## src/sv/ism_pkg.sv

```systemverilog
package ism_pkg;

  localparam logic [7:0] OP_NOP     = 8'h00;
  localparam logic [7:0] OP_PUSH32  = 8'h01;
  localparam logic [7:0] OP_PUSH64  = 8'h02;
  localparam logic [7:0] OP_PUSHREG = 8'h03;
  localparam logic [7:0] OP_POPREG  = 8'h04;
  localparam logic [7:0] OP_DUP     = 8'h05;
  localparam logic [7:0] OP_ADD     = 8'h20;
  localparam logic [7:0] OP_SUB     = 8'h21;
  localparam logic [7:0] OP_MUL     = 8'h22;
  localparam logic [7:0] OP_DIV     = 8'h23;
  localparam logic [7:0] OP_MOD     = 8'h24;
  localparam logic [7:0] OP_SHL     = 8'h25;
  localparam logic [7:0] OP_SHR     = 8'h26;
  localparam logic [7:0] OP_SAR     = 8'h27;
  localparam logic [7:0] OP_AND     = 8'h30;
  localparam logic [7:0] OP_OR      = 8'h31;
  localparam logic [7:0] OP_XOR     = 8'h32;
  localparam logic [7:0] OP_NOT     = 8'h33;
  localparam logic [7:0] OP_EQ      = 8'h40;
  localparam logic [7:0] OP_NE      = 8'h41;
  localparam logic [7:0] OP_SLT     = 8'h42;
  localparam logic [7:0] OP_SLE     = 8'h43;
  localparam logic [7:0] OP_SGT     = 8'h44;
  localparam logic [7:0] OP_SGE     = 8'h45;
  localparam logic [7:0] OP_ULT     = 8'h46;
  localparam logic [7:0] OP_ULE     = 8'h47;
  localparam logic [7:0] OP_UGT     = 8'h48;
  localparam logic [7:0] OP_UGE     = 8'h49;
  localparam logic [7:0] OP_JMP     = 8'h51;
  localparam logic [7:0] OP_JZ      = 8'h52;
  localparam logic [7:0] OP_JNZ     = 8'h53;
  localparam logic [7:0] OP_CALL    = 8'h56;
  localparam logic [7:0] OP_RET     = 8'h57;
  localparam logic [7:0] OP_HALT    = 8'hFF;
  localparam logic [7:0] OP_PRELOAD = 8'hF0;

  localparam logic [1:0] FAULT_NONE  = 2'd0;
  localparam logic [1:0] FAULT_UNDER = 2'd1;
  localparam logic [1:0] FAULT_OVER  = 2'd2;
  localparam logic [1:0] FAULT_ILL   = 2'd3;

  localparam logic [1:0] MD_MUL = 2'd0;
  localparam logic [1:0] MD_DIV = 2'd1;
  localparam logic [1:0] MD_MOD = 2'd2;

  typedef struct packed {
    logic [7:0]  mode;
    logic [63:0] immediate;
    logic [7:0]  reg_index;
  } item_t;

  typedef struct packed {
    logic [31:0] next_pc;
    logic [63:0] top_value;
    logic [10:0] depth;
    logic        halted;
    logic [63:0] final_value;
    logic [1:0]  fault;
  } result_t;

  typedef struct packed {
    logic       legal;
    logic [3:0] len;
    logic [1:0] need;
    logic       grow;
  } cls_t;

  typedef struct packed {
    item_t item;
    cls_t  cls;
  } dec_t;

  function automatic cls_t ism_classify(input logic [7:0] op);
    cls_t c;
    c = '{legal: 1'b1, len: 4'd1, need: 2'd0, grow: 1'b0};
    case (op)
      OP_NOP, OP_HALT, OP_RET: ;
      OP_PUSH32:  begin c.len = 4'd5; c.grow = 1'b1; end
      OP_PUSH64:  begin c.len = 4'd9; c.grow = 1'b1; end
      OP_PUSHREG: begin c.len = 4'd2; c.grow = 1'b1; end
      OP_POPREG:  begin c.len = 4'd2; c.need = 2'd1; end
      OP_DUP:     begin c.need = 2'd1; c.grow = 1'b1; end
      OP_NOT:     c.need = 2'd1;
      OP_JMP:     c.len = 4'd5;
      OP_JZ, OP_JNZ: begin c.len = 4'd5; c.need = 2'd1; end
      OP_CALL:    begin c.len = 4'd5; c.grow = 1'b1; end
      OP_ADD, OP_SUB, OP_MUL, OP_DIV, OP_MOD, OP_SHL, OP_SHR, OP_SAR,
      OP_AND, OP_OR, OP_XOR, OP_EQ, OP_NE, OP_SLT, OP_SLE, OP_SGT, OP_SGE,
      OP_ULT, OP_ULE, OP_UGT, OP_UGE: c.need = 2'd2;
      default: c.legal = 1'b0;
    endcase
    return c;
  endfunction

  function automatic logic [63:0] ism_binop(input logic [7:0] op, input logic [63:0] a,
                                            input logic [63:0] b);
    logic [5:0] sh;
    sh = b[5:0];
    case (op)
      OP_ADD: return a + b;
      OP_SUB: return a - b;
      OP_SHL: return a << sh;
      OP_SHR: return a >> sh;
      OP_SAR: return $unsigned($signed(a) >>> sh);
      OP_AND: return a & b;
      OP_OR:  return a | b;
      OP_XOR: return a ^ b;
      OP_EQ:  return {63'd0, a == b};
      OP_NE:  return {63'd0, a != b};
      OP_SLT: return {63'd0, $signed(a) < $signed(b)};
      OP_SLE: return {63'd0, $signed(a) <= $signed(b)};
      OP_SGT: return {63'd0, $signed(a) > $signed(b)};
      OP_SGE: return {63'd0, $signed(a) >= $signed(b)};
      OP_ULT: return {63'd0, a < b};
      OP_ULE: return {63'd0, a <= b};
      OP_UGT: return {63'd0, a > b};
      default: return {63'd0, a >= b};
    endcase
  endfunction

endpackage

```

## src/sv/ism_fifo.sv

```systemverilog
module ism_fifo #(
  parameter int WIDTH = 8,
  parameter int DEPTH = 2
) (
  input  logic             clk,
  input  logic             rst,
  input  logic             wr,
  input  logic [WIDTH-1:0] wdata,
  output logic             full,
  input  logic             rd,
  output logic [WIDTH-1:0] rdata,
  output logic             empty
);
  localparam int PW = (DEPTH > 1) ? $clog2(DEPTH) : 1;
  localparam int CW = $clog2(DEPTH + 1);

  logic [WIDTH-1:0] slot [DEPTH];
  logic [PW-1:0]    head, tail;
  logic [CW-1:0]    count;
  logic             do_wr, do_rd;

  assign full  = (count == CW'(DEPTH));
  assign empty = (count == '0);
  assign do_wr = wr && !full;
  assign do_rd = rd && !empty;
  assign rdata = slot[head];

  always_ff @(posedge clk) begin
    if (do_wr) begin
      slot[tail] <= wdata;
    end
  end

  always_ff @(posedge clk) begin
    if (rst) begin
      head  <= '0;
      tail  <= '0;
      count <= '0;
    end else begin
      if (do_wr) begin
        tail <= (tail == PW'(DEPTH - 1)) ? '0 : tail + 1'b1;
      end
      if (do_rd) begin
        head <= (head == PW'(DEPTH - 1)) ? '0 : head + 1'b1;
      end
      if (do_wr && !do_rd) begin
        count <= count + 1'b1;
      end else if (do_rd && !do_wr) begin
        count <= count - 1'b1;
      end
    end
  end
endmodule

```

## src/sv/ism_front.sv

```systemverilog
module ism_front
  import ism_pkg::*;
(
  input  logic  clk,
  input  logic  rst,
  input  logic  push,
  input  item_t item,
  output logic  full,
  input  logic  q_pop,
  output dec_t  q_data,
  output logic  q_empty
);
  dec_t dec;

  assign dec.item = item;
  assign dec.cls  = ism_classify(item.mode);

  ism_fifo #(.WIDTH($bits(dec_t)), .DEPTH(2)) u_queue (
    .clk   (clk),
    .rst   (rst),
    .wr    (push),
    .wdata (dec),
    .full  (full),
    .rd    (q_pop),
    .rdata (q_data),
    .empty (q_empty)
  );
endmodule

```

## config.mk

```make
export PLATFORM = sky130hd
export DESIGN_NAME = ism_front
export DESIGN_NICKNAME = d
export VERILOG_FILES = /design/src/sv/ism_pkg.sv /design/src/sv/ism_fifo.sv /design/src/sv/ism_front.sv
export SDC_FILE = /design/constraint.sdc
export NUM_CORES = 1
export LEC_CHECK = 0
export BUFFER_PORTS_ARGS = -buffer_cell sky130_fd_sc_hd__buf_4
export CAP_MARGIN = 20
export CORE_UTILIZATION = 40
export CTS_CLUSTER_DIAMETER = 50
export DETAILED_ROUTE_END_ITERATION = 8
export PLACE_DENSITY_LB_ADDON = 0.2
export SYNTH_ARGS = -nofsm -noshare
export SYNTH_HDL_FRONTEND = slang
export SYNTH_HIERARCHICAL = 1
export SYNTH_SLANG_ARGS = --single-unit
```

## constraint.sdc

```tcl
create_clock -name clk -period 3.5 [get_ports clk]
set_input_delay 0 -clock clk [delete_from_list [all_inputs] [get_ports clk]]
set_output_delay 0 -clock clk [all_outputs]
set_load 0.1 [all_outputs]
```

Word-level counts from Yosys, hierarchy flattened:

Memory sizes are Yosys's and may differ from the RTL's. A register that Yosys moved wholly into a read port is not among the register bits.
Index checks and enable logic that the tools add are counted.

* add/subtract/negate cells: 4
* eq/ne operators: 34
* mux-type cells: 12
* reductions and logical operators: 17

Operators with widths (number)
* equality test 8 x 7 -> 1 bit (second input constant): 15
* equality test 8 x 6 -> 1 bit (second input constant): 12
* OR reduction 34 bit: 1
* OR reduction 21 bit: 1
* equality test 8 x 2 -> 1 bit (second input constant): 2
* equality test 8 x 3 -> 1 bit (second input constant): 2
* OR reduction 5 bit: 3
* one-hot mux 4 bit (3 select lines): 1
* equality test 8 x 1 -> 1 bit (second input constant): 1
* equality test 8 bit (second input constant): 1
* zero test 8 bit: 1
* 2-to-1 mux 1 bit: 8
* logical AND 1 bit: 4
* zero test 1 bit: 4
* 2-to-1 mux 2 bit: 2
* one-hot mux 2 bit (2 select lines): 1
* adder 1 bit (second input constant): 2
* adder 2 x 1 -> 2 bit (second input constant): 1
* equality test 2 bit (second input constant): 1
* zero test 2 bit: 1
* nonzero test 2 bit: 1
* OR reduction 2 bit: 1
* subtractor 2 x 1 -> 2 bit (second input constant): 1

* register bits: 4
* RAM bits: 176
* input port bits: 84
* output and inout port bits: 90
* word-level logic and storage cells: 71
* memories: 1

Memory list
* u_queue.slot: depth 2, bits a word 88, rd ports 1, clocked after memory_dff 1, wr ports 1, line ism_fifo.sv:17 `logic [WIDTH-1:0] slot [DEPTH];`

Logic depth before layout (Yosys ltp):

* depth after elaboration: 7
* mapped depth: 6
* gate-level depth less buffers: 6

Hierarchy:

Netlist, hierarchy kept.

Modules (own cells, without submodules)
* ism_fifo: instances 1, cells each 299, area an instance 6643.9 µm², sequential area each 5385.2 µm²
* ism_front: instances 1, cells each 44, area an instance 269.0 µm², sequential area each 0.0 µm²

Least setup slack after synthesis:

Ideal clock, no wire load.

* kind: reg-to-reg
* start point: register u_queue.count[1]
* end point: memory u_queue/slot[1][0] (netlist bit) (enable)
* library setup time: 0.457 ns
* data arrival time: 2.916 ns
* required time: 3.043 ns
* slack: 0.127 ns
* stages on the path, launching flop included: 4
* path buffers: 0
* clock period less this slack: 3.373 ns
* cell sequence: dfxtp_1 -> nor2b_2 -> nor2_1 -> and2_1

* longest elaborated chain between the ends: 5

RTL lines
* from (decl): line ism_fifo.sv:19 `logic [CW-1:0] count;`
* from (signal assigned): line ism_fifo.sv:47 `count <= count + 1'b1;`
* from (signal assigned): line ism_fifo.sv:49 `count <= count - 1'b1;`
* equality test 2 bit: line ism_fifo.sv:22 `assign full = (count == CW'(DEPTH));`
* via full: line ism_front.sv:8 `output logic full,`
* zero test 1 bit: line ism_fifo.sv:24 `assign do_wr = wr && !full;`
* logical AND 1 bit: line ism_fifo.sv:24
* via u_queue.do_wr: line ism_fifo.sv:20 `logic do_wr, do_rd;`
* 2-to-1 mux 1 bit: line ism_fifo.sv:29 `if (do_wr) begin`
* 2-to-1 mux 1 bit (implied by the code): line ism_fifo.sv:30 `slot[tail] <= wdata;`
* to (decl): line ism_fifo.sv:17

The timed path passes the listed nets, and every way through them passes these cells.

==> results.cfg <==
[setup_path]
cpMaxStageDelayCell = dfxtp_4
path_cells = buf_12 -> mux2_2 -> buf_4
critPathRequiredTime_ns = 3.50
max_stage_delay_ns = 0.77
ff2ff_setup_slack_ns = 1.35
crit_fanout = 47
arrival_ns = 2.24
path_class = flop to output pin
end_kind = output pin
path_delay_family = flip-flops
critPathBufInv = 2
start_kind = flop

[timing]
clock.fmax_ghz = 0.446
worst_slack_ns = 1.26
finalHoldViolCount = 0
tightest_slew_ns = 0.676
timing.final.crit_share_pct = 64.1
fin_setup_tns_ns = 0
hold_ws_ns = 0.0279
slew_headroom_pct = 54.9
fin_skew_ns = 0.00637
rsz0062_at_grt = false
setup_viol = 0
slew_viol_final = 0
fin_crit_ns = 2.24

[power_and_ir_drop]
irDropWorstVdd_uv = 576
pwr_density_cell_mw_per_mm2 = 904
leakage_nw = 3.73

[route]
vias = 3954
drc_errors = 0
drtIter0Drc = 196
wirelength_microns = 13200
wl_per_cell_microns = 15.7
ant_nets = 0
via_per_inst = 4.71
first_pass_iters = 4

[clock_network]
post_cts_resized = 0
cts_buffers = 17
clockBufferDepth = 2
clk_pin_slew_ns = 0.06
cts_tree = done
cts_root_buf = clkbuf_16
clk_latency_ns = 0.42
clock-sinks = 181
htreeDepth = 4

[global_routing]
grt_overflow = 0
grt_pass1_vias = 4077
grt_usage_pct = 15.4
grt_first_pass_wirelength_microns = 20400
grt_max_degree = 48
antenna_found_initial = 0

[yosys]
yosysTopAreaCellShare_pct = 76.5
ys_ff_latch = 181
synth_cell_type_count = 35
synthArstFlopShare_pct = 0
synth_ff_type = edfxtp_1
synthTopCellsByArea = edfxtp_1, mux2_2, mux2_4
syn_avg_cell_area_sq_um = 20.2
yosysWarnings = 6
ys_seq_area_share_pct = 77.9
syn_area_sq_mm = 0.00691
synth_edf_count = 176
synth.largest_area_cell = edfxtp_1
synthCells = 343
syn_nets = 428

[layout]
nets = 692
fin_util_pct = 59.4
drive_gt1_share_pct = 48.9
syn_to_final_growth_pct = 43.4
insertedDiodeCount = 0
fill_cells = 1295

[die]
die_w_microns = 133
core_area_sq_mm = 0.0167
die_h_microns = 133
initial_core_util_pct = 41.4
die_area_sq_mm = 0.0178
rows = 47
io_pins = 174

[worst_hold_path]
worstHoldPathType = input pin to flop

[placement]
place.gp.congestion = 0.780
dp_hpwl_microns = 8110
pre_cts_ws_ns = 1.32
port_buffers = 173

[run]
cap_violations = 0

[status]
status = complete, no violations
[layer usage]
layer  up-vias  wire, microns  global-route usage, %  part of all wire [%]
li1       1871              -                      -                     -
met3        20            905                   4.95                   6.9
met4         0            216                   6.50                   1.6
met1      1926           5440                   17.7                    41
met5         -              0                      0                     0
met2       137           6600                   26.3                    50
[tightest hold or removal path: stages]
cell and delay (ns):
buf_4 0.11, o21ai_0 0.12, xor2_1 0.10, nor2_1 0.08
[where the power goes]
group	internal (mW)	total, mW	leakage (nW)	switching [mW]
Clock	1.26	2.02	0.310	0.760
Combinational	0.993	4.08	1.74	3.09
Sequential	2.72	2.87	1.68	0.144
[flip-flops by register name, indices dropped and copies added (netlist names), named ones only]
| name | count |
|---|---|
| u_queue/slot | 176 |
| u_queue/tail | 1 |
| u_queue/count | 2 |
| u_queue/head | 1 |
[cells by family (layout without fill, tap and decap cells)]
family,Yosys count,after routing,share of synthesized area [%]
AO/OA/AOI/OAI,17,17,1.50
XOR/XNOR,3,3,0.380
adder cells (fa/ha/maj),1,1,0.181
buffers and inverters,20,297,1.65
flip-flops,181,181,77.9
multiplexers,89,89,15.6
AND/OR/NAND/NOR,32,32,2.81
[path summary, 6_finish.rpt]
| kind | from | end | cells after the start |
|---|---|---|---|
| worst min-delay path | q_pop | u_queue/head | 4 |
| worst min register to register | u_queue/tail | u_queue/tail | 2 |
| worst max register to register | u_queue/count[1] | u_queue/slot[0][33] | 4 |
| worst max-delay path | flop | q_data[78] | 3 |
[cell usage after synthesis, types with 4 or more instances]
library cell and instances:
buf_6 4, buf_2 7, nor2_1 10, inv_1 5, mux2_4 20, dfxtp_1 5, nand2_1 4, a21oi_1 5
o21ai_0 6, mux2_2 69, edfxtp_1 176
[timing repair]
action	CTS	global route
hold endpoints to repair	177	0
hold buffers	82	0
setup buffers	0	0
[cell usage in the layout, fill, tap and decap left out, types with 3 or more instances in the layout]
cell and count:
nor2_1 10, clkbuf_16 17, nand2_1 4, clkinv_2 4
buf_4 175, xor2_1 3, edfxtp_1 176, bufinv_16 5
o21ai_0 6, dlygate4sd3_1 82, inv_1 4, dfxtp_1 4
mux2_4 20, mux2_2 69, a21oi_1 5
[area by class of cell]
class                      instances  area, sq um  area share, %
multi-input combinational        142         1420           14.3
clock buffer                      18          429           4.33
clock inverter                    14          206           2.08
tap                              220          275           2.78
timing repair buffer             259         2170           21.9
sequential                       181         5390           54.4
inverter                           6         23.8          0.240
[stage by stage]
step | power, mW | instance area (sq um) | cells
finish | 8.97 | 9910 | 840
global route | 9.26 | 9910 | 840
CTS | 9.06 | 9910 | 840
detailed placement | 6.95 | 8460 | 726
global placement | 6.92 | 8460 | 726
floorplan | 6.19 | 6910 | 343
Note: power is estimated with default switching activity, not from simulation.
