`src/sv/ism_fifo.sv`:
```
module ism_fifo #(
  parameter int WIDTH = 8,
  parameter int DEPTH = 2
) (
  input  logic             clk,
  input  logic             rst,
  input  logic             wr,
  input  logic [WIDTH-1:0] wdata,
  output logic             full,
  input  logic             rd,
  output logic [WIDTH-1:0] rdata,
  output logic             empty
);
  localparam int PW = (DEPTH > 1) ? $clog2(DEPTH) : 1;
  localparam int CW = $clog2(DEPTH + 1);

  logic [WIDTH-1:0] slot [DEPTH];
  logic [PW-1:0]    head, tail;
  logic [CW-1:0]    count;
  logic             do_wr, do_rd;

  assign full  = (count == CW'(DEPTH));
  assign empty = (count == '0);
  assign do_wr = wr && !full;
  assign do_rd = rd && !empty;
  assign rdata = slot[head];

  always_ff @(posedge clk) begin
    if (do_wr) begin
      slot[tail] <= wdata;
    end
  end

  always_ff @(posedge clk) begin
    if (rst) begin
      head  <= '0;
      tail  <= '0;
      count <= '0;
    end else begin
      if (do_wr) begin
        tail <= (tail == PW'(DEPTH - 1)) ? '0 : tail + 1'b1;
      end
      if (do_rd) begin
        head <= (head == PW'(DEPTH - 1)) ? '0 : head + 1'b1;
      end
      if (do_wr && !do_rd) begin
        count <= count + 1'b1;
      end else if (do_rd && !do_wr) begin
        count <= count - 1'b1;
      end
    end
  end
endmodule

```
`config.mk`:
```
export PLATFORM = sky130hd
export DESIGN_NAME = ism_fifo
export DESIGN_NICKNAME = d
export VERILOG_FILES = /design/src/sv/ism_fifo.sv
export SDC_FILE = /design/constraint.sdc
export NUM_CORES = 1
export LEC_CHECK = 0
export BUFFER_PORTS_ARGS = -buffer_cell sky130_fd_sc_hd__clkbuf_2
export CAP_MARGIN = 20
export CORE_MARGIN = 4
export CORE_UTILIZATION = 40
export DETAILED_ROUTE_END_ITERATION = 16
export GPL_TIMING_DRIVEN = 0
export SYNTH_ARGS = -nofsm -noshare
export SYNTH_HDL_FRONTEND = slang
export SYNTH_SLANG_ARGS = --single-unit
export TNS_END_PERCENT = 100
```
`constraint.sdc`:
```
create_clock -name clk -period 1.97 [get_ports clk]
set_clock_uncertainty 0.2 [all_clocks]
set_input_delay 0.2955 -clock clk [delete_from_list [all_inputs] [get_ports clk]]
set_output_delay 0.2955 -clock clk [all_outputs]
set_load 0.05 [all_outputs]
```
# == After elaboration in Yosys (flattened, before gate mapping) ==
# Memory sizes are Yosys's and may differ from the RTL's. A register that Yosys moved wholly into a read port is not among the register bits.
# Index checks and enable logic that the tools add are counted.
# word_totals
ff_bits,4
ram_bits,16
input_bits,12
out_inout_bits,10
elab_cells,27
memories,1
# classes
addsub,4
n_eq_ne,1
n_mux,8
n_reduce_logical,10
# memory_table
name,depth,width,read_ports,rd_clocked_by_memory_dff,wr,line,rtl
slot,2,8,1,1,1,17,logic [WIDTH-1:0] slot [DEPTH];
# op_table
operator,n
two-way mux 1 bit,6
logical AND 1 bit,4
zero test 1 bit,4
two-way mux 2 bit,2
"adder 1 bit, second input constant",2
"adder 2 x 1 -> 2 bit, second input constant",1
"equality test 2 bit, second input constant",1
zero test 2 bit,1
nonzero test 2 bit,1
"subtractor 2 x 1 -> 2 bit, second input constant",1

# == Depth between registers and ports, before layout ==
# Gate-level depths: netlist (run 1).
# logic_depth
word_depth,7
depth_mapped,6
depth_no_buf,6

# == Worst setup path before layout (run 1) ==
# Ideal clock, no wire load.
# synth_timing
kind,flip-flop to flip-flop
start,register count[1]
end,register count[1]
setup_time_ps,70
t_arrival_ps,1773
t_required_ps,1700
path_slack_ps,-73
stages_incl_launch_ff,6
path_buffers,0
synth_period_minus_slack_ps,2043
cell_sequence,dfxtp_1 > nor2b_2 > nor2_1 > ha_1 > or3_1 > a21oi_1
# synth_via
elab_chain_cells,6
word_cells_on_any_way,15
cone_classes,add/sub: 2; eq/ne: 1; mux: 2; reduce/logical: 10
# synth_lines
element,line,rtl
from (decl),19,logic [CW-1:0] count;
from (signal assigned),47,count <= count + 1'b1;
from (signal assigned),49,count <= count - 1'b1;
equality test 2 bit (*),22,assign full = (count == CW'(DEPTH));
via full,9,"output logic full,"
zero test 1 bit (*),24,assign do_wr = wr && !full;
logical AND 1 bit (*),24,
zero test 1 bit,48,end else if (do_rd && !do_wr) begin
logical AND 1 bit,48,
nonzero test 2 bit (no source line),n/a,
# The timed path passes the listed nets; every way through them passes the cells marked *. The select of a mux whose other input is x is not followed.
# A chain may end at the register's enable or synchronous reset.

==> results_dict.tcl, run 1 <==
set metrics [dict create \
    floorplan.io_pins 22 \
    top_signal_layer_used "met4" \
    finalCriticalPeriod_ps 1900 \
    critical_path.max_fanout 8 \
    drt-wirelength-per-cell_um 11.2 \
    netlist_area_um2 793 \
    drt_first_pass_iters 4 \
    n_fill_cell 174 \
    timing.final.setup_violations 0 \
    regToRegEndpoint "count[1]$_SDFFE_PP0P_" \
    cts_tree "built" \
    power_density_over_cell_area_nw_per_um2 1360 \
    m1WireLength_um 501 \
    drv_cap 0 \
    total_via_count_in_the_routed_design 481 \
    die_span_in_y_um 52.5 \
    ys_seq_area_frac 0.732 \
    outcome "finished, final reports clean" \
    cts_htree_levels 1 \
    global_route_wire_length_before_repair_mm 1.87 \
    max_slew.worst_pin.slew_ps 389 \
    timing.rr.start "count[0]$_SDFFE_PP0P_" \
    core-area_um2 1800 \
    ir_drop_worst_case_vdd_uv 696 \
    max_freq_mhz 526 \
    final_worst_hold_slack_ps 25.7 \
    required_time_reported_for_the_critical_path_endpoint_ps 1470 \
    avg_cell_area_syn_um2 15.9 \
    hold_path_end "count[1]$_SDFFE_PP0P_" \
    cp.arrival_ps 1410 \
    floorplan.die_area_um2 2760 \
    setup_repair_after_global_routing_missed_its_margin "no" \
    final_cell_mix "edfxtp_1 (16), clkbuf_2 (15), mux2_2 (8), dlygate4sd3_1 (8), buf_2 (7)" \
    chipWidth_um 52.5 \
    first_global_vias 437 \
    syn-instance-count 50 \
    worstHoldStart "rst" \
    placed_cell_area_um2 935 \
    most_common_library_cell_in_the_layout_ignoring_fill_and_taps "edfxtp_1" \
    synth_fa_ha_area_frac 0.0158 \
    reg2regPathDepth 4 \
    final.setup.tns_ps 0 \
    cts_setup_buffers 0 \
    synth.yosys.warnings 0 \
    synthesized_area_fraction_occupied_by_ao_oa_aoi_and_oai_cells 0.0315 \
    drt-total-wl_mm 1.21 \
    clockBufferDepth 2 \
    port_buffers 21 \
    nNetsFinal 97 \
    gpl.final_weighted_congestion 0.645 \
    min_delay_path_depth 2 \
    cts-root-buf "clkbuf_4" \
    route.detailed.vias_per_inst 4.45 \
    timing_max_transition_violations_final 0 \
    std_cell_rows 15 \
    starting_utilization_of_the_core_area 0.440 \
    synthesized_area_fraction_occupied_by_xor_and_xnor_cells 0.0331 \
    timing.final.ws_setup_ps 67.5 \
    worst-r2r-setup-slack_ps 150 \
    clock_sinks 21 \
    area_growth_pct 31.2 \
    slew_limit_headroom 0.741 \
    worstSetupStartpointType "register" \
    dpl_worst_slack_ps 178 \
    p_leak_nw 0.421 \
    path_clk_slew_ps 100 \
    number_of_failing_hold_endpoints_at_the_final_stage 0 \
    grt_antenna_before_repair 0 \
    postLayoutCellArea_um2 1040 \
    drc 0 \
    antenna_cells_inserted 0 \
    critical_path_class "register to output port" \
    grt.overflow.total 0 \
    end_kind "output port" \
    synthMuxAreaShare 0.114 \
    ant_nets 0 \
    wl_met3_um 73 \
    dr_wl_met2_um 626 \
    synthSimpleGateAreaFrac 0.0584 \
    gr-usage-all-layers 0.0988 \
    number_of_drc_violations_after_detailed_routing_iteration_0 7 \
    hold_path_class "primary input to register" \
    synth.distinct_cells 13 \
    cts_buffers 3 \
    grt_max_degree 12 \
    final_layout_size_suffix_gt1_frac 0.410 \
    largest_family_of_logic_cells_by_synthesized_area "multiplexers" \
    worst_skew_pair.late_latency_ps 280 \
    syn_nets 63 \
    post-route-period-util 0.966 \
    synth.ff_latch_count 21 \
    hpwlAfterDp_um 799 \
]
[registers in the layout, indices dropped and copies added, names as in the netlist, named ones only]
signal	cells
count	2
head	1
slot	16
tail	1
[through the flow]
stage	total power, mW	instances	util
after global placement	1.22	96	0.519
after global routing	1.50	108	0.578
after floorplan	1.11	50	-
after detailed placement	1.23	96	0.519
after CTS	1.44	108	0.578
final	1.42	108	0.578
[synth_stat cells]
cell type  count  area (um2)
a21oi_1        2        10.0
and2_1         1        6.26
buf_2          1        5.00
dfxtp_1        5         100
edfxtp_1      16         480
ha_1           1        12.5
inv_1          2        7.51
mux2_2         8        90.1
nor2_1         5        18.8
nor2b_2        1        8.76
o21ai_0        3        15.0
or3_1          2        12.5
xor2_1         3        26.3
[report_power, final]
group / switching, mW / internal, mW
Clock: 0.112 / 0.0786
Sequential: 0.0403 / 0.565
Combinational: 0.429 / 0.195
Total: 0.581 / 0.838
[what timing repair did]
action                     in CTS  in global routing
gates resized for setup         0                  6
hold buffers                    8                  0
hold endpoints to repair       16                  0
setup endpoints to repair       0                  6
[worst max-delay path: stages (launching register included)]
cell,delay [ps]
dfxtp_1,320
buf_2,210
mux2_2,360
clkbuf_2,230
[metal layers]
layer  track usage  vias to the layer above
met5             0                        -
met4        0.0511                        0
met3        0.0256                        2
met2         0.159                       13
met1         0.120                      222
li1              -                      244
[layout make-up]
cell class,count,area [um2],area share
plain buffers,1,5.00,0.00481
multi-input cells,26,205,0.197
flip-flops and latches,21,581,0.558
clock buffers,4,26.3,0.0252
well taps,25,31.3,0.0300
repair buffers,29,185,0.178
inverters,2,7.51,0.00721
[cells by family (layout without fill, tap and decap cells)]
logic type	Yosys count	count (layout)
fa+ha+maj	1	1
mux	8	8
buf+inv	3	36
xor+xnor	3	3
flops	21	21
simple gates	9	9
compound gates	5	5
[how the worst max path moves through the flow]
stage | endpoint | cells past startpoint | startpoint | slack [ps]
floorplan | count[1]$_SDFFE_PP0P_ | 5 | count[1]$_SDFFE_PP0P_ | 120
global placement | count[1]$_SDFFE_PP0P_ | 4 | count[0]$_SDFFE_PP0P_ | 220
detailed placement | count[1]$_SDFFE_PP0P_ | 4 | count[0]$_SDFFE_PP0P_ | 180
CTS | rdata[7] | 3 | register | 30
global route | rdata[3] | 3 | register | 6
finish | rdata[3] | 3 | register | 70
No activity file was read; power rests on OpenSTA's default activity.
==> run 2, diff against run 1 <==
--- a/config.mk
+++ b/config.mk
@@ -7,7 +7,6 @@
 export LEC_CHECK = 0
 export BUFFER_PORTS_ARGS = -buffer_cell sky130_fd_sc_hd__clkbuf_2
 export CAP_MARGIN = 20
-export CORE_MARGIN = 4
 export CORE_UTILIZATION = 40
 export DETAILED_ROUTE_END_ITERATION = 16
 export GPL_TIMING_DRIVEN = 0
==> results_dict.tcl, run 2 (synthesis results as in run 1) <==
set metrics [dict create \
    outcome "finished, final reports clean" \
    finalCriticalPeriod_ps 1850 \
    antenna_cells_inserted 0 \
    multi_input_area_um2 205 \
    hold_path_class "primary input to register" \
    place_inst 96 \
    timing.rr.start "count[0]$_SDFFE_PP0P_" \
    worstSetupStartpointType "register" \
    gpl.final_weighted_congestion 0.761 \
    global_route_wire_length_before_repair_mm 1.93 \
    cp.arrival_ps 1360 \
    cp_cell_sequence "clkbuf_4 -> mux2_2 -> buf_2" \
    hold_path_end "count[1]$_SDFFE_PP0P_" \
    number_of_drc_violations_after_detailed_routing_iteration_0 6 \
    gr-usage-all-layers 0.138 \
    max_flop_register "slot" \
    setup_repair_after_global_routing_missed_its_margin "no" \
    critical_path_class "register to output port" \
    cts-root-buf "clkbuf_4" \
    drt_first_pass_iters 4 \
    worstHoldStart "rst" \
    nNetsFinal 97 \
    power_density_over_cell_area_nw_per_um2 1360 \
    largest_register_ffs 16 \
    cts_htree_levels 1 \
    worst-r2r-setup-slack_ps 160 \
    max_slew.worst_pin.slew_ps 391 \
    grt_antenna_before_repair 0 \
    first_global_vias 472 \
    cts_setup_buffers 0 \
    floorplan.io_pins 22 \
    chipWidth_um 46.5 \
    slowest_stage "mux2_2" \
    required_time_reported_for_the_critical_path_endpoint_ps 1470 \
    drt-wirelength-per-cell_um 10.9 \
    grt.overflow.total 0 \
    regToRegEndpoint "count[1]$_SDFFE_PP0P_" \
    cts_tree "built" \
    std_cell_rows 15 \
    min_delay_path_depth 2 \
    starting_utilization_of_the_core_area 0.445 \
    n_fill_cell 168 \
    floorplan.die_area_um2 2170 \
    clock_sinks 21 \
    grt_max_degree 12 \
    core-area_um2 1780 \
    ff_latch_area_um2 581 \
    clockBufferDepth 2 \
    ant_nets 0 \
    cts_buffers 3 \
    path_buf_inv 2 \
    most_common_library_cell_in_the_layout_ignoring_fill_and_taps "edfxtp_1" \
    drc 0 \
    total_via_count_in_the_routed_design 496 \
    slew_limit_headroom 0.739 \
    final_layout_size_suffix_gt1_frac 0.410 \
    worst_skew_pair.late_latency_ps 290 \
    post_route_non_filler_standard_cell_count 108 \
    reg_top3 "slot: 16 flops, count: 2 flops" \
    end_kind "output port" \
    route.detailed.vias_per_inst 4.59 \
    critical-path-top-delay-family "buffers and inverters" \
    max_freq_mhz 539 \
    p_leak_nw 0.420 \
    final_core_util 0.585 \
    max_stage_delay_ps 350 \
    design_power_total_mw 1.42 \
    critical_path.max_fanout 8 \
    ir_drop_worst_case_vdd_uv 685 \
    hpwlAfterDp_um 804 \
    drv_cap 0 \
    final.setup.tns_ps 0 \
    timing.final.setup_violations 0 \
    die_span_in_y_um 46.5 \
    timing_max_transition_violations_final 0 \
    reg2regPathDepth 4 \
    post-route-period-util 0.941 \
    area_growth_pct 31.5 \
    port_buffers 21 \
    number_of_failing_hold_endpoints_at_the_final_stage 0 \
    drt-total-wl_mm 1.18 \
    path_clk_slew_ps 100 \
    final_cell_mix "edfxtp_1 (16), clkbuf_2 (13), mux2_2 (8), dlygate4sd3_1 (8), buf_2 (8)" \
]
run 2: cell types whose count changed in the layout (fill, tap and decap cells not counted), sizes merged:
cell,change
buf,+1
clkbuf,-1
run 2: layout make-up:
type | instances | area share
flip-flops and latches | 21 | 0.556
multi-input cells | 26 | 0.197
repair buffers | 29 | 0.177
well taps | 25 | 0.0300
clock buffers | 4 | 0.0252
plain buffers | 1 | 0.00719
inverters | 2 | 0.00719
run 2: through the flow:
step | setup slack (ps) | hold slack, ps | cell area [um2]
final | 116 | 30.4 | 1040
after CTS | 27.4 | 15.9 | 1040
after global routing | 17.3 | 19.5 | 1040
after detailed placement | 152 | 289 | 935
after global placement | 214 | 268 | 935
after floorplan | 117 | 165 | 798
run 2: how the worst max path moves through the flow:
stage	start	to	slack (ps)	cells past startpoint
4_1_cts	register	rdata[5]	30	3
2_1_floorplan	count[1]$_SDFFE_PP0P_	count[1]$_SDFFE_PP0P_	120	5
5_1_grt	register	rdata[5]	20	3
3_3_place_gp	count[0]$_SDFFE_PP0P_	count[1]$_SDFFE_PP0P_	210	4
6_report	register	rdata[5]	120	3
3_5_place_dp	count[0]$_SDFFE_PP0P_	count[1]$_SDFFE_PP0P_	150	4
run 2: power by group:
part	internal, mW	switching (mW)	total [mW]
Clock	0.0786	0.111	0.189
Combinational	0.199	0.425	0.623
Sequential	0.565	0.0406	0.605
Total	0.842	0.576	1.42
run 2: worst reg2reg max path, stage by stage, from the launching register on:
cell and delay (ps):
dfxtp_1 390, o21ai_0 330, ha_1 330, or3_1 370, a21oi_1 130
run 2: timing repair:
action,CTS,global route
hold endpoints to repair,16,0
resized for setup,0,9
hold buffers,8,0
endpoints found under the setup margin,0,8
run 2: layer usage:
metal,global-route usage,vias to the layer above,share of wire
li1,-,246,-
met2,0.236,12,0.55
met5,0,-,0
met4,0.0882,0,0.011
met3,0.0471,2,0.048
met1,0.140,236,0.39
==> run 3, diff against run 2 <==
--- a/config.mk
+++ b/config.mk
@@ -6,7 +6,6 @@
 export NUM_CORES = 1
 export LEC_CHECK = 0
 export BUFFER_PORTS_ARGS = -buffer_cell sky130_fd_sc_hd__clkbuf_2
-export CAP_MARGIN = 20
 export CORE_UTILIZATION = 40
 export DETAILED_ROUTE_END_ITERATION = 16
 export GPL_TIMING_DRIVEN = 0
==> constraint.sdc (replaced) <==
create_clock -name clk -period 1.97 [get_ports clk]
set_clock_uncertainty 0.2 [all_clocks]
set_input_delay 0.0985 -clock clk [delete_from_list [all_inputs] [get_ports clk]]
set_output_delay 0.0985 -clock clk [all_outputs]
set_load 0.005 [all_outputs]
==> results_dict.tcl, run 3 (synthesis results as in run 1) <==
set metrics [dict create \
    floorplan.io_pins 22 \
    antenna_cells_inserted 0 \
    post_route_non_filler_standard_cell_count 110 \
    dpl_worst_slack_ps 195 \
    setup_repair_after_global_routing_missed_its_margin "no" \
    drt-wirelength-per-cell_um 10.6 \
    clock_sinks 21 \
    placed_cell_area_um2 930 \
    number_of_drc_violations_after_detailed_routing_iteration_0 7 \
    cts_tree "built" \
    critical_path.max_fanout 5 \
    path_clk_slew_ps 100 \
    slew_limit_headroom 0.728 \
    most_common_library_cell_in_the_layout_ignoring_fill_and_taps "clkbuf_2" \
    core-area_um2 1780 \
    route.detailed.vias_per_inst 4.56 \
    cp.arrival_ps 1830 \
    drv_cap 0 \
    largest_register_ffs 16 \
    ir_drop_worst_case_vdd_uv 740 \
    grt.overflow.total 0 \
    hpwlAfterDp_um 779 \
    cts-resized-gates 0 \
    nNetsFinal 99 \
    end_kind "register" \
    max_freq_mhz 555 \
    timing.final.setup_violations 0 \
    required_time_reported_for_the_critical_path_endpoint_ps 2000 \
    starting_utilization_of_the_core_area 0.445 \
    worst-r2r-setup-slack_ps 170 \
    final_cell_mix "clkbuf_2 (21), edfxtp_1 (16), dlygate4sd3_1 (10)" \
    post-route-period-util 0.915 \
    worstSetupStartpointType "register" \
    drc 0 \
    worstHoldStart "rd" \
    global_route_wire_length_before_repair_mm 1.84 \
    timing.final.ws_setup_ps 167 \
    max_slew.worst_pin.slew_ps 408 \
    finalCriticalPeriod_ps 1800 \
    cp_cell_sequence "o21ai_0 -> ha_1 -> or3_1 -> a21oi_1" \
    slowest_stage "dfxtp_1" \
    chipWidth_um 46.5 \
    critical_path_class "register to register" \
    drt-total-wl_mm 1.17 \
    timing.rr.start "count[0]$_SDFFE_PP0P_" \
    number_of_failing_hold_endpoints_at_the_final_stage 0 \
    hold_path_class "primary input to register" \
    gpl.final_weighted_congestion 0.600 \
    gr-usage-all-layers 0.129 \
    max_stage_delay_ps 380 \
    worstSetupStartpoint "count[0]$_SDFFE_PP0P_" \
    total_via_count_in_the_routed_design 502 \
    grt_antenna_before_repair 0 \
    power_density_over_cell_area_nw_per_um2 1100 \
    final_layout_size_suffix_gt1_frac 0.400 \
    area_growth_pct 33.1 \
    clockBufferDepth 2 \
    cts-root-buf "clkbuf_4" \
    place_inst 96 \
    grt_max_degree 12 \
    first_global_vias 471 \
    cts_buffers 3 \
    port_buffers 21 \
    reg_top3 "slot: 16 flops, count: 2 flops" \
    max_flop_register "slot" \
    drt_first_pass_iters 4 \
    die_span_in_y_um 46.5 \
    final_worst_hold_slack_ps 25.6 \
    cts_htree_levels 1 \
    ant_nets 0 \
    final.setup.tns_ps 0 \
    timing_max_transition_violations_final 0 \
    std_cell_rows 15 \
    worst_skew_pair.late_latency_ps 290 \
    outcome "finished, final reports clean" \
    postLayoutCellArea_um2 1060 \
    p_leak_nw 0.431 \
    floorplan.die_area_um2 2170 \
]
==> run 3: cell types whose count changed in the layout (fill, tap and decap cells not counted) <==
| cell | previous run | this run |
|---|---|---|
| nor2b_4 | 1 | 0 |
| dlygate4sd3_1 | 8 | 10 |
| nor2b_2 | 0 | 1 |
| buf_2 | 8 | 1 |
| clkbuf_2 | 13 | 21 |
| clkbuf_4 | 4 | 3 |
==> run 3: worst max-delay path, delay by kind of cell, from the launching register on <==
family | cells | cell delay, ps
AOI/OAI and AO/OA | 2 | 470
adders and majority gates | 1 | 330
DFF | 1 | 380
and+or+nand+nor | 1 | 380
==> run 3: worst paths after layout <==
path / endpoint / cells after the start
max: count[1]$_SDFFE_PP0P_ / 4
min: head$_SDFFE_PP0P_ / 4
min reg2reg: head$_SDFFE_PP0P_ / 2
max reg2reg: count[1]$_SDFFE_PP0P_ / 4
==> run 3: per-layer routing <==
layer,vias to the layer above,GRT usage,part of all wire
li1,253,-,-
met1,234,0.143,0.44
met2,13,0.211,0.51
met3,2,0.0353,0.041
met4,0,0.0882,0.010
met5,-,0,0
==> run 3: report_power, final <==
part / internal, mW / leakage [nW] / switching (mW) / total, mW
Combinational: 0.193 / 0.225 / 0.171 / 0.364
Clock: 0.0786 / 0.0150 / 0.114 / 0.192
Sequential: 0.565 / 0.191 / 0.0374 / 0.602
Total: 0.836 / 0.431 / 0.322 / 1.16
==> run 3: final cells by class <==
class	instances	area, um2
Clock buffer	4	26.3
Fill cell	152	727
Tap cell	25	31.3
Inverter	2	7.51
Multi-Input combinational cell	26	200
Timing Repair Buffer	31	205
Buffer	1	5.00
Sequential cell	21	581
==> run 3: metrics by stage <==
stage	power [mW]	utilization
finish	1.16	0.592
global route	1.24	0.592
CTS	1.17	0.592
detailed placement	0.960	0.521
global placement	0.947	0.521
floorplan	0.833	-
==> run 3: timing repair <==
item                                   in CTS  in global routing
hold buffers                               10                  0
buffers inserted                            0                  0
endpoints found under the hold margin      21                  0
